**src/hdl/lgs_pkg.sv**
```systemverilog
// Shared types and constants for the life generation stencil core.
// Holds the channel payload structs, the B3/S23 rule table and register indexes.
// No dependencies; every other file but lgs_ram refers to it by scoped names.
`default_nettype none

package lgs_pkg;

  // Field widths fixed by the interface.
  localparam int CFG_W       = 11;
  localparam int CFG_IDX_W   = 2;
  localparam int COL_OUT_W   = 10;
  localparam int ROW_OUT_W   = 10;
  localparam int COUNT_W     = 21;

  // Configuration register indexes.
  localparam logic [CFG_IDX_W-1:0] CFG_GRID_WIDTH  = 2'd0;
  localparam logic [CFG_IDX_W-1:0] CFG_GRID_HEIGHT = 2'd1;

  // Size registers come out of reset at 1024.
  localparam logic [CFG_W-1:0] CFG_SIZE_RESET = 11'd1024;

  // Live counter saturates at all ones.
  localparam logic [COUNT_W-1:0] COUNT_MAX = {COUNT_W{1'b1}};

  // Rule lookup: index is neighbor count plus nine times the center bit.
  localparam int                RULE_DEPTH  = 19;
  localparam int                RULE_IDX_W  = 5;
  localparam logic [RULE_IDX_W-1:0] SELF_WEIGHT = 5'd9;
  localparam logic RULE_TABLE [RULE_DEPTH] = '{
    1'b0, 1'b0, 1'b0, 1'b1, 1'b0, 1'b0, 1'b0, 1'b0, 1'b0, 1'b0,
    1'b0, 1'b1, 1'b1, 1'b0, 1'b0, 1'b0, 1'b0, 1'b0, 1'b0
  };

  // Queue between the front and back parts.
  localparam int QUEUE_DEPTH = 4;
  localparam int QPTR_W      = 2;
  localparam int QCNT_W      = 3;

  typedef struct packed {
    logic cell_alive;
    logic start_frame;
  } in_item_t;

  typedef struct packed {
    logic                 next_alive;
    logic [COL_OUT_W-1:0] out_col;
    logic [ROW_OUT_W-1:0] out_row;
    logic [COUNT_W-1:0]   live_count;
    logic                 frame_done;
  } out_item_t;

  // One classified result waiting for the back part.
  typedef struct packed {
    logic                 next_alive;
    logic [COL_OUT_W-1:0] out_col;
    logic [ROW_OUT_W-1:0] out_row;
    logic                 frame_done;
    logic                 clear_first;
  } q_entry_t;

  typedef struct packed {
    logic full;
    logic empty;
  } q_status_t;

endpackage

`default_nettype wire

```
**src/hdl/lgs_ram.sv**
```systemverilog
// Generic single-write, single-read RAM with a registered read port.
// Parameterized in width and depth; no dependencies.
`default_nettype none

module lgs_ram #(
  parameter int WIDTH = 2,
  parameter int DEPTH = 1024
) (
  input  wire logic                     clk,
  input  wire logic                     we,
  input  wire logic [$clog2(DEPTH)-1:0] waddr,
  input  wire logic [WIDTH-1:0]         wdata,
  input  wire logic                     re,
  input  wire logic [$clog2(DEPTH)-1:0] raddr,
  output logic      [WIDTH-1:0]         rdata
);

  logic [WIDTH-1:0] mem [DEPTH];

  // Write port.
  always_ff @(posedge clk) begin
    if (we) begin
      mem[waddr] <= wdata;
    end
  end

  // Read port; data holds while no read is issued.
  always_ff @(posedge clk) begin
    if (re) begin
      rdata <= mem[raddr];
    end
  end

endmodule

`default_nettype wire

```
**src/hdl/lgs_front.sv**
```systemverilog
// Front part: accepts cells, tracks the raster position, runs the line stores
// and the 3x3 window, and pushes classified results into the queue.
// Depends on lgs_pkg and lgs_ram.
`default_nettype none

module lgs_front #(
  parameter int MAX_WIDTH  = 1024,
  parameter int MAX_HEIGHT = 1024
) (
  input  wire logic                      clk,
  input  wire logic                      rst_n,
  input  wire logic [lgs_pkg::CFG_W-1:0] grid_width,
  input  wire logic [lgs_pkg::CFG_W-1:0] grid_height,
  input  wire logic                      in_valid,
  output logic                           in_ready,
  input  wire lgs_pkg::in_item_t         in_data,
  output logic                           push_valid,
  output lgs_pkg::q_entry_t              push_data,
  input  wire lgs_pkg::q_status_t        q_status
);

  localparam int CW   = $clog2(MAX_WIDTH);
  localparam int RW   = $clog2(MAX_HEIGHT);
  localparam int WCMP = ($clog2(MAX_WIDTH + 1) > lgs_pkg::CFG_W) ?
                        $clog2(MAX_WIDTH + 1) : lgs_pkg::CFG_W;
  localparam int HCMP = ($clog2(MAX_HEIGHT + 1) > lgs_pkg::CFG_W) ?
                        $clog2(MAX_HEIGHT + 1) : lgs_pkg::CFG_W;
  localparam int CWX  = (CW > lgs_pkg::COL_OUT_W) ? CW : lgs_pkg::COL_OUT_W;
  localparam int RWX  = (RW > lgs_pkg::ROW_OUT_W) ? RW : lgs_pkg::ROW_OUT_W;

  // Item held between the line store read and the window update.
  typedef struct packed {
    logic          alive;
    logic          start;
    logic [CW-1:0] col;
    logic [RW-1:0] row;
    logic          emit;
    logic          frame_end;
    logic          fwd;
    logic [1:0]    fwd_bits;
  } stage_t;

  logic            s1_valid_r, s1_valid_nxt;
  stage_t          s1_r;
  logic [CW-1:0]   col_pos_r, col_pos_nxt;
  logic [RW-1:0]   row_pos_r, row_pos_nxt;
  logic [8:0]      win_r, win_nxt;
  logic            clr_pend_r, clr_pend_nxt;

  logic            accept, s1_move;
  logic [WCMP-1:0] w_ext, w_use, col_ext;
  logic [HCMP-1:0] h_ext, h_use, row_ext;
  logic [CW-1:0]   col_cur;
  logic [RW-1:0]   row_cur;
  logic            row_end, frame_end, emit;
  logic [1:0]      ram_rdata, col_bits;
  logic [1:0]      wr_bits;
  logic [3:0]      nbrs;
  logic [lgs_pkg::RULE_IDX_W-1:0] rule_idx;
  logic [CWX-1:0]  col_m1;
  logic [RWX-1:0]  row_m1;

  // Handshake: a new cell enters when no item is held or the held item leaves.
  assign s1_move  = s1_valid_r && (!s1_r.emit || !q_status.full);
  assign in_ready = !s1_valid_r || s1_move;
  assign accept   = in_valid && in_ready;

  // Clamp the sizes and classify the incoming cell's position.
  always_comb begin
    w_ext = WCMP'(grid_width);
    h_ext = HCMP'(grid_height);
    if (w_ext < WCMP'(3)) begin
      w_use = WCMP'(3);
    end else if (w_ext > WCMP'(MAX_WIDTH)) begin
      w_use = WCMP'(MAX_WIDTH);
    end else begin
      w_use = w_ext;
    end
    if (h_ext < HCMP'(3)) begin
      h_use = HCMP'(3);
    end else if (h_ext > HCMP'(MAX_HEIGHT)) begin
      h_use = HCMP'(MAX_HEIGHT);
    end else begin
      h_use = h_ext;
    end

    col_cur   = in_data.start_frame ? '0 : col_pos_r;
    row_cur   = in_data.start_frame ? '0 : row_pos_r;
    col_ext   = WCMP'(col_cur);
    row_ext   = HCMP'(row_cur);
    row_end   = col_ext >= (w_use - WCMP'(1));
    frame_end = row_end && (row_ext >= (h_use - HCMP'(1)));
    emit      = (col_ext >= WCMP'(2)) && (row_ext >= HCMP'(2)) &&
                (col_ext < w_use) && (row_ext < h_use);

    col_pos_nxt = col_pos_r;
    row_pos_nxt = row_pos_r;
    if (accept) begin
      if (frame_end) begin
        col_pos_nxt = '0;
        row_pos_nxt = '0;
      end else if (row_end) begin
        col_pos_nxt = '0;
        row_pos_nxt = row_cur + RW'(1);
      end else begin
        col_pos_nxt = col_cur + CW'(1);
        row_pos_nxt = row_cur;
      end
    end
  end

  // Line stores: bit 1 holds row r-2, bit 0 holds row r-1.
  lgs_ram #(
    .WIDTH (2),
    .DEPTH (MAX_WIDTH)
  ) u_line_ram (
    .clk   (clk),
    .we    (s1_move),
    .waddr (s1_r.col),
    .wdata (wr_bits),
    .re    (accept),
    .raddr (col_cur),
    .rdata (ram_rdata)
  );

  // Window shift and rule lookup for the held item.
  always_comb begin
    col_bits = s1_r.fwd ? s1_r.fwd_bits : ram_rdata;
    wr_bits  = {col_bits[0], s1_r.alive};
    win_nxt  = {win_r[5:0], col_bits, s1_r.alive};
    nbrs     = '0;
    for (int i = 0; i < 9; i++) begin
      if (i != 4) begin
        nbrs = nbrs + {3'b000, win_nxt[i]};
      end
    end
    rule_idx = {1'b0, nbrs} + (win_nxt[4] ? lgs_pkg::SELF_WEIGHT : '0);
    col_m1   = CWX'(s1_r.col) - CWX'(1);
    row_m1   = RWX'(s1_r.row) - RWX'(1);

    push_valid             = s1_valid_r && s1_r.emit && !q_status.full;
    push_data.next_alive   = lgs_pkg::RULE_TABLE[rule_idx];
    push_data.out_col      = col_m1[lgs_pkg::COL_OUT_W-1:0];
    push_data.out_row      = row_m1[lgs_pkg::ROW_OUT_W-1:0];
    push_data.frame_done   = s1_r.frame_end;
    push_data.clear_first  = clr_pend_r || s1_r.start;

    // A frame boundary seen on a cell without a result clears the count later.
    clr_pend_nxt = clr_pend_r;
    if (s1_move) begin
      if (s1_r.emit) begin
        clr_pend_nxt = 1'b0;
      end else if (s1_r.start || s1_r.frame_end) begin
        clr_pend_nxt = 1'b1;
      end
    end

    s1_valid_nxt = accept ? 1'b1 : (s1_move ? 1'b0 : s1_valid_r);
  end

  // Control state.
  always_ff @(posedge clk) begin
    if (!rst_n) begin
      s1_valid_r <= 1'b0;
      col_pos_r  <= '0;
      row_pos_r  <= '0;
      win_r      <= '0;
      clr_pend_r <= 1'b0;
    end else begin
      s1_valid_r <= s1_valid_nxt;
      col_pos_r  <= col_pos_nxt;
      row_pos_r  <= row_pos_nxt;
      clr_pend_r <= clr_pend_nxt;
      if (s1_move) begin
        win_r <= win_nxt;
      end
    end
  end

  // Held item; the write of the leaving item is forwarded on an address match.
  always_ff @(posedge clk) begin
    if (accept) begin
      s1_r.alive     <= in_data.cell_alive;
      s1_r.start     <= in_data.start_frame;
      s1_r.col       <= col_cur;
      s1_r.row       <= row_cur;
      s1_r.emit      <= emit;
      s1_r.frame_end <= frame_end;
      s1_r.fwd       <= s1_move && (s1_r.col == col_cur);
      s1_r.fwd_bits  <= wr_bits;
    end
  end

endmodule

`default_nettype wire

```
**src/hdl/lgs_queue.sv**
```systemverilog
// Short register queue between the front and back parts.
// Depends on lgs_pkg for the entry type and depth.
`default_nettype none

module lgs_queue (
  input  wire logic               clk,
  input  wire logic               rst_n,
  input  wire logic               push,
  input  wire lgs_pkg::q_entry_t  push_data,
  input  wire logic               pop,
  output lgs_pkg::q_entry_t       head,
  output lgs_pkg::q_status_t      status
);

  lgs_pkg::q_entry_t               entries [lgs_pkg::QUEUE_DEPTH];
  logic [lgs_pkg::QPTR_W-1:0]      wr_ptr_r, wr_ptr_nxt;
  logic [lgs_pkg::QPTR_W-1:0]      rd_ptr_r, rd_ptr_nxt;
  logic [lgs_pkg::QCNT_W-1:0]      count_r, count_nxt;

  // Pointer and fill bookkeeping.
  always_comb begin
    status.full  = count_r == lgs_pkg::QCNT_W'(lgs_pkg::QUEUE_DEPTH);
    status.empty = count_r == '0;
    head         = entries[rd_ptr_r];
    wr_ptr_nxt   = push ? wr_ptr_r + lgs_pkg::QPTR_W'(1) : wr_ptr_r;
    rd_ptr_nxt   = pop  ? rd_ptr_r + lgs_pkg::QPTR_W'(1) : rd_ptr_r;
    count_nxt    = count_r + lgs_pkg::QCNT_W'(push) - lgs_pkg::QCNT_W'(pop);
  end

  always_ff @(posedge clk) begin
    if (!rst_n) begin
      wr_ptr_r <= '0;
      rd_ptr_r <= '0;
      count_r  <= '0;
    end else begin
      wr_ptr_r <= wr_ptr_nxt;
      rd_ptr_r <= rd_ptr_nxt;
      count_r  <= count_nxt;
    end
  end

  // Entry storage.
  always_ff @(posedge clk) begin
    if (push) begin
      entries[wr_ptr_r] <= push_data;
    end
  end

endmodule

`default_nettype wire

```
**src/hdl/lgs_back.sv**
```systemverilog
// Back part: takes classified results from the queue, keeps the frame's
// live count and drives the output register. Depends on lgs_pkg.
`default_nettype none

module lgs_back (
  input  wire logic               clk,
  input  wire logic               rst_n,
  input  wire lgs_pkg::q_entry_t  head,
  input  wire lgs_pkg::q_status_t q_status,
  output logic                    pop,
  output logic                    out_valid,
  input  wire logic               out_ready,
  output lgs_pkg::out_item_t      out_data
);

  logic                          out_valid_r, out_valid_nxt;
  lgs_pkg::out_item_t            out_data_r;
  logic [lgs_pkg::COUNT_W-1:0]   total_r, total_nxt;
  logic [lgs_pkg::COUNT_W-1:0]   base, count;

  // Take an entry whenever the output register is free or being emptied.
  assign pop       = !q_status.empty && (!out_valid_r || out_ready);
  assign out_valid = out_valid_r;
  assign out_data  = out_data_r;

  // Running count with saturation; frame boundaries clear it.
  always_comb begin
    base  = head.clear_first ? '0 : total_r;
    count = base + lgs_pkg::COUNT_W'(head.next_alive && (base != lgs_pkg::COUNT_MAX));
    total_nxt = total_r;
    if (pop) begin
      total_nxt = head.frame_done ? '0 : count;
    end
    out_valid_nxt = pop ? 1'b1 : (out_ready ? 1'b0 : out_valid_r);
  end

  always_ff @(posedge clk) begin
    if (!rst_n) begin
      out_valid_r <= 1'b0;
      total_r     <= '0;
    end else begin
      out_valid_r <= out_valid_nxt;
      total_r     <= total_nxt;
    end
  end

  // Output payload.
  always_ff @(posedge clk) begin
    if (pop) begin
      out_data_r.next_alive <= head.next_alive;
      out_data_r.out_col    <= head.out_col;
      out_data_r.out_row    <= head.out_row;
      out_data_r.live_count <= count;
      out_data_r.frame_done <= head.frame_done;
    end
  end

endmodule

`default_nettype wire

```
**src/hdl/life_generation_stencil_core.sv**
```systemverilog
// Game of Life (B3/S23) next-generation stencil. Cells of one generation enter
// one per clock in raster order while the queue has room, a rate set by the
// line store RAM taking one read and one write each cycle. Once the cell that
// completes its 3x3 window is accepted, each interior cell's next state passes
// the queue and the output register and leaves with its column, row, the
// frame's running live count and an end-of-frame mark. Border cells produce
// no result. A queue of four results between the window logic and the output
// register absorbs output stalls. The user must write sizes through the cfg
// port while idle; the block does not check it. The line stores need no
// clearing after reset. Depends on lgs_pkg, lgs_front, lgs_queue and lgs_back.
`default_nettype none

module life_generation_stencil_core #(
  parameter int MAX_WIDTH  = 1024,
  parameter int MAX_HEIGHT = 1024
) (
  input  wire logic                          clk,
  input  wire logic                          rst_n,
  input  wire logic                          in_valid,
  output logic                               in_ready,
  input  wire lgs_pkg::in_item_t             in_data,
  output logic                               out_valid,
  input  wire logic                          out_ready,
  output lgs_pkg::out_item_t                 out_data,
  input  wire logic                          cfg_valid,
  output logic                               cfg_ready,
  input  wire logic [lgs_pkg::CFG_IDX_W-1:0] cfg_index,
  input  wire logic [lgs_pkg::CFG_W-1:0]     cfg_data
);

  logic [lgs_pkg::CFG_W-1:0] grid_width_r, grid_width_nxt;
  logic [lgs_pkg::CFG_W-1:0] grid_height_r, grid_height_nxt;
  logic                      push_valid, pop;
  lgs_pkg::q_entry_t         push_data, head;
  lgs_pkg::q_status_t        q_status;

  // Configuration registers; writes to unknown indexes are dropped.
  assign cfg_ready = 1'b1;

  always_comb begin
    grid_width_nxt  = grid_width_r;
    grid_height_nxt = grid_height_r;
    if (cfg_valid) begin
      case (cfg_index)
        lgs_pkg::CFG_GRID_WIDTH:  grid_width_nxt  = cfg_data;
        lgs_pkg::CFG_GRID_HEIGHT: grid_height_nxt = cfg_data;
        default: ;
      endcase
    end
  end

  always_ff @(posedge clk) begin
    if (!rst_n) begin
      grid_width_r  <= lgs_pkg::CFG_SIZE_RESET;
      grid_height_r <= lgs_pkg::CFG_SIZE_RESET;
    end else begin
      grid_width_r  <= grid_width_nxt;
      grid_height_r <= grid_height_nxt;
    end
  end

  lgs_front #(
    .MAX_WIDTH  (MAX_WIDTH),
    .MAX_HEIGHT (MAX_HEIGHT)
  ) u_front (
    .clk         (clk),
    .rst_n       (rst_n),
    .grid_width  (grid_width_r),
    .grid_height (grid_height_r),
    .in_valid    (in_valid),
    .in_ready    (in_ready),
    .in_data     (in_data),
    .push_valid  (push_valid),
    .push_data   (push_data),
    .q_status    (q_status)
  );

  lgs_queue u_queue (
    .clk       (clk),
    .rst_n     (rst_n),
    .push      (push_valid),
    .push_data (push_data),
    .pop       (pop),
    .head      (head),
    .status    (q_status)
  );

  lgs_back u_back (
    .clk       (clk),
    .rst_n     (rst_n),
    .head      (head),
    .q_status  (q_status),
    .pop       (pop),
    .out_valid (out_valid),
    .out_ready (out_ready),
    .out_data  (out_data)
  );

endmodule

`default_nettype wire

```
**config.mk**
```make
export PLATFORM = sky130hd
export DESIGN_NAME = life_generation_stencil_core
export DESIGN_NICKNAME = d
export VERILOG_FILES = /design/src/hdl/lgs_pkg.sv /design/src/hdl/lgs_ram.sv /design/src/hdl/lgs_front.sv /design/src/hdl/lgs_queue.sv /design/src/hdl/lgs_back.sv /design/src/hdl/life_generation_stencil_core.sv
export SDC_FILE = /design/constraint.sdc
export NUM_CORES = 2
export LEC_CHECK = 0
export BUFFER_PORTS_ARGS = -buffer_cell sky130_fd_sc_hd__buf_4
export CORE_AREA = 5 5 495 497
export DETAILED_ROUTE_END_ITERATION = 8
export DIE_AREA = 0 0 500 502
export PLACE_DENSITY = 0.57
export SKIP_LAST_GASP = 1
export SYNTH_ARGS = -nofsm -noshare
export SYNTH_HDL_FRONTEND = slang
export SYNTH_SLANG_ARGS = --single-unit
```
**constraint.sdc**
```tcl
create_clock -name clk -period 43.6 [get_ports clk]
set_input_delay 8.72 -clock clk [delete_from_list [all_inputs] [get_ports clk]]
set_output_delay 8.72 -clock clk [all_outputs]
set_load 0.02 [all_outputs]
```
==> flow_summary.yaml <==
status:
  status: "complete, but fails checks"
  violations: "capacitance limit, slew limit"
sta:
  min_tclk_post_route_ns: 13.79
  finalHoldViolations: 0
  timing.max_slew.rel_slack: -0.0136
  slew_violations: 2
  fmaxAchievable_mhz: 72.5
  finalSetupViolations: 0
  setup_repair_after_global_routing_missed_its_margin: "false"
  finalCritPeriodShare: 0.316
  finalSetupTns_ns: 0
  worst_tran_pin_value_ns: 1.51
  clock_skew_ns: 0.0322
global_route:
  gr-usage-all-layers: 0.223
  vias_in_the_first_global_route: 57900
  antenna_found_initial: 8
  gr-total-overflow: 0
  grt_max_degree: 233
  grt_first_pass_wirelength_um: 409000
logic_synthesis:
  synth_compound_gate_area_share: 0.0739
  combinational_family_with_the_most_area_after_synthesis: "multiplexers"
  synth.avg_cell_area_sq_um: 14.7
  syn-instance-count: 6498
  postSynthRegisterBits: 2293
  postSynth.topFlopCell: "sky130_fd_sc_hd__edfxtp_1"
  synth_edf_count: 2212
  synth_nets: 6589
  synth-adder-area-share: 0.00969
  async_set_reset_flop_share_out_of_synthesis: 0
  syn_area_sq_mm: 0.0955
  synth-xor-area-share: 0.00550
  synth-warning-count: 0
  muxShareOfSynthArea: 0.0942
  ys_types: 89
  post_synth_and_or_nand_nor_area_fraction: 0.0765
  ys_seq_area_frac: 0.712
die:
  floorplan.initialDensity: 0.398
  placeableCoreArea_sq_mm: 0.240
  die_area_sq_mm: 0.251
  die-height_um: 502
  pin_count: 66
  rows: 180
  die_width_um: 500
place:
  place_area_sq_mm: 0.0990
  port-buffer-count: 64
  gp_congestion: 0.817
  dp_hpwl_um: 157000
setup_path:
  crit_path_max_incr_delay_ns: 0.73
  arrival_time_at_the_worst_endpoint_ns: 14.38
  path_delay_family: "buffers and inverters"
  crit_path_max_fanout: 100
  worstPathCellList: "buf_4, nand2b_4, inv_16, buf_4, buf_4, buf_4, mux4_2, nor2_1, a21oi_1, o221ai_1, o21ai_0, nor2_1, o31ai_1, o31ai_1, a21oi_1"
  cp_num_buf_inv: 5
  slowest_stage: "sky130_fd_sc_hd__o31ai_1"
  critPathKind: "input port to flop"
  crit_required_ns: 44.19
  crit_path_start_kind: "input port"
  worst_setup_path_end_kind: "flop"
  worst_path_most_repeated_cell: "sky130_fd_sc_hd__buf_4"
drt:
  wl_per_cell_um: 29.3
  detail_route.wirelength_um: 288000
  drtPass1Iterations: 9
  dr_total_vias: 58500
  detail-route-antenna-nets: 0
  drc: 0
  avgViaCountPerCell: 5.96
  drt-initial-drc-count: 7536
layout:
  nets: 6527
  fin_util: 0.443
  drive_above_1_share: 0.123
  fillerInstances: 21300
  fin_area_sq_mm: 0.106
  synthToLayoutAreaGrowth_pct: 11.3
clock_tree:
  worst_skew_pair_later_pin_latency_ns: 0.89
  cts_buffers: 233
  ctsHtreeMaxLevel: 4
  root_buffer: "sky130_fd_sc_hd__clkbuf_16"
  cts.repair_timing.setup_buffer_count: 0
  post_cts_resized: 0
  tritoncts: "built"
  clockBufferDepth: 3
  hold_buffers_post_cts: 0
  worst_setup_hold_path_clk_slew_ns: 0.06
  cts_num_sinks: 2293
power:
  power.total_mw: 4.73
  power-per-cell-area_mw_per_mm2: 44.4
  vdd_drop_max_mv: 0.0471
  power.leakage_nw: 32.3
min_path:
  path_type_of_the_worst_min_delay_path: "flop to flop"
flow_run:
  cap_viol_max_count: 1
## worst paths after layout
kind                        start                     endpoint  slack [ns]  cells past startpoint
min reg2reg  u_front.row_pos_r[1]         u_front.row_pos_r[1]        0.48                      2
max reg2reg  u_front.col_pos_r[0]  u_front.u_line_ram.rdata[1]       37.22                     14
min          u_front.row_pos_r[1]         u_front.row_pos_r[1]        0.48                      2
max                    in_data[0]  u_front.u_line_ram.rdata[1]       29.81                     15
## stage by stage
| step | std cells | setup WS [ns] | hold slack, ns |
|---|---|---|---|
| finish | 9817 | 29.81 | 0.478 |
| global placement | 9386 | 28.89 | 0.461 |
| detailed placement | 9386 | 28.83 | 0.467 |
| global route | 9816 | 29.66 | 0.519 |
| CTS | 9815 | 29.77 | 0.476 |
| floorplan | 6498 | 26.82 | 0.445 |
## layout make-up
| type | instances | area, sq um | area share |
|---|---|---|---|
| antenna | 2 | 5.00 | 0.0000471 |
| clock buffer | 300 | 6210 | 0.0584 |
| clock inverter | 129 | 1090 | 0.0102 |
| inverter | 46 | 206 | 0.00194 |
| multi-input combinational | 3636 | 25000 | 0.236 |
| sequential | 2293 | 68100 | 0.640 |
| tap | 3185 | 3990 | 0.0375 |
| timing repair buffer | 226 | 1760 | 0.0165 |
## sequential cells by signal, summed over array words and instances (netlist names), named ones only
register and cells:
grid_height_r 11, grid_width_r 11, u_back.out_data 43, u_back.out_valid 1, u_back.total_r 21, u_front.clr_pend_r 1, u_front.col_pos_r 10, u_front.push_data 1
u_front.row_pos_r 10, u_front.s1_r 26, u_front.s1_valid_r 1, u_front.u_line_ram.mem 2048, u_front.u_line_ram.rdata 2, u_front.win_r 6, u_queue.count_r 3, u_queue.entries 92
u_queue.rd_ptr_r 2, u_queue.wr_ptr_r 2
## cell families after synthesis
| group | after synthesis |
|---|---|
| other | 1 |
| buffers and inverters | 569 |
| xor gates and xnor gates | 60 |
| DFF | 2293 |
| muxes | 675 |
| AOI/OAI and AO/OA | 1042 |
| adders and majority gates | 71 |
| and+or+nand+nor | 1787 |
## synthesized netlist by cell type, types with 23 or more instances
cell | n | area share
sky130_fd_sc_hd__clkbuf_1 | 342 | 0.013
sky130_fd_sc_hd__xnor2_1 | 32 | 0.0029
sky130_fd_sc_hd__ha_1 | 66 | 0.0086
sky130_fd_sc_hd__buf_1 | 43 | 0.0017
sky130_fd_sc_hd__nor2b_1 | 25 | 0.0016
sky130_fd_sc_hd__mux2i_1 | 483 | 0.051
sky130_fd_sc_hd__o22ai_1 | 178 | 0.012
sky130_fd_sc_hd__o211ai_1 | 39 | 0.0031
sky130_fd_sc_hd__buf_4 | 32 | 0.0025
sky130_fd_sc_hd__nor2_1 | 1237 | 0.049
sky130_fd_sc_hd__nor3_1 | 35 | 0.0018
sky130_fd_sc_hd__buf_6 | 31 | 0.0037
sky130_fd_sc_hd__buf_2 | 68 | 0.0036
sky130_fd_sc_hd__mux4_2 | 178 | 0.042
sky130_fd_sc_hd__nand3_1 | 48 | 0.0025
sky130_fd_sc_hd__edfxtp_1 | 2212 | 0.70
sky130_fd_sc_hd__a221oi_1 | 93 | 0.0085
sky130_fd_sc_hd__o221ai_1 | 139 | 0.013
sky130_fd_sc_hd__dfxtp_1 | 81 | 0.017
sky130_fd_sc_hd__xor2_1 | 28 | 0.0026
sky130_fd_sc_hd__o21ai_0 | 152 | 0.0080
sky130_fd_sc_hd__a22oi_1 | 52 | 0.0041
sky130_fd_sc_hd__nand2_1 | 321 | 0.013
sky130_fd_sc_hd__a211oi_1 | 23 | 0.0018
sky130_fd_sc_hd__inv_1 | 42 | 0.0017
sky130_fd_sc_hd__a21oi_1 | 227 | 0.012
## worst register-to-register path: stages (launching register included)
cell and delay [ns]:
sky130_fd_sc_hd__dfxtp_4 0.67, sky130_fd_sc_hd__nand2b_4 0.44, sky130_fd_sc_hd__inv_16 0.57, sky130_fd_sc_hd__buf_4 0.56
sky130_fd_sc_hd__buf_4 0.56, sky130_fd_sc_hd__buf_4 0.71, sky130_fd_sc_hd__mux4_2 0.62, sky130_fd_sc_hd__nor2_1 0.11
sky130_fd_sc_hd__a21oi_1 0.06, sky130_fd_sc_hd__o221ai_1 0.19, sky130_fd_sc_hd__o21ai_0 0.42, sky130_fd_sc_hd__nor2_1 0.25
sky130_fd_sc_hd__o31ai_1 0.10, sky130_fd_sc_hd__o31ai_1 0.73, sky130_fd_sc_hd__a21oi_1 0.08
## cells in the final DEF, fill, tap and decap left out, drive strengths merged, types with 39 or more instances in the layout
| cell | count |
|---|---|
| edfxtp | 2212 |
| nor2 | 1237 |
| mux2i | 483 |
| nand2 | 321 |
| clkbuf | 300 |
| a21oi | 227 |
| buf | 226 |
| mux4 | 178 |
| o22ai | 178 |
| o21ai | 157 |
| o221ai | 139 |
| clkinv | 99 |
| a221oi | 93 |
| dfxtp | 81 |
| ha | 66 |
| a22oi | 52 |
| inv | 51 |
| nand3 | 49 |
| o211ai | 39 |
## report_power, final
part / total (mW) / internal [mW] / switching [mW]
Combinational: 0.310 / 0.0997 / 0.210
Sequential: 2.48 / 2.46 / 0.0140
Clock: 1.94 / 1.09 / 0.845
## per-layer routing
layer	part of all wire	vias to the layer above	routed length [um]	track usage
met5	0	-	0	0
met4	0.041	0	11700	0.0840
met3	0.087	581	25000	0.0372
met2	0.47	2889	135000	0.363
met1	0.40	30200	116000	0.303
li1	-	24800	-	-
No activity file was read; power rests on OpenSTA's default activity.
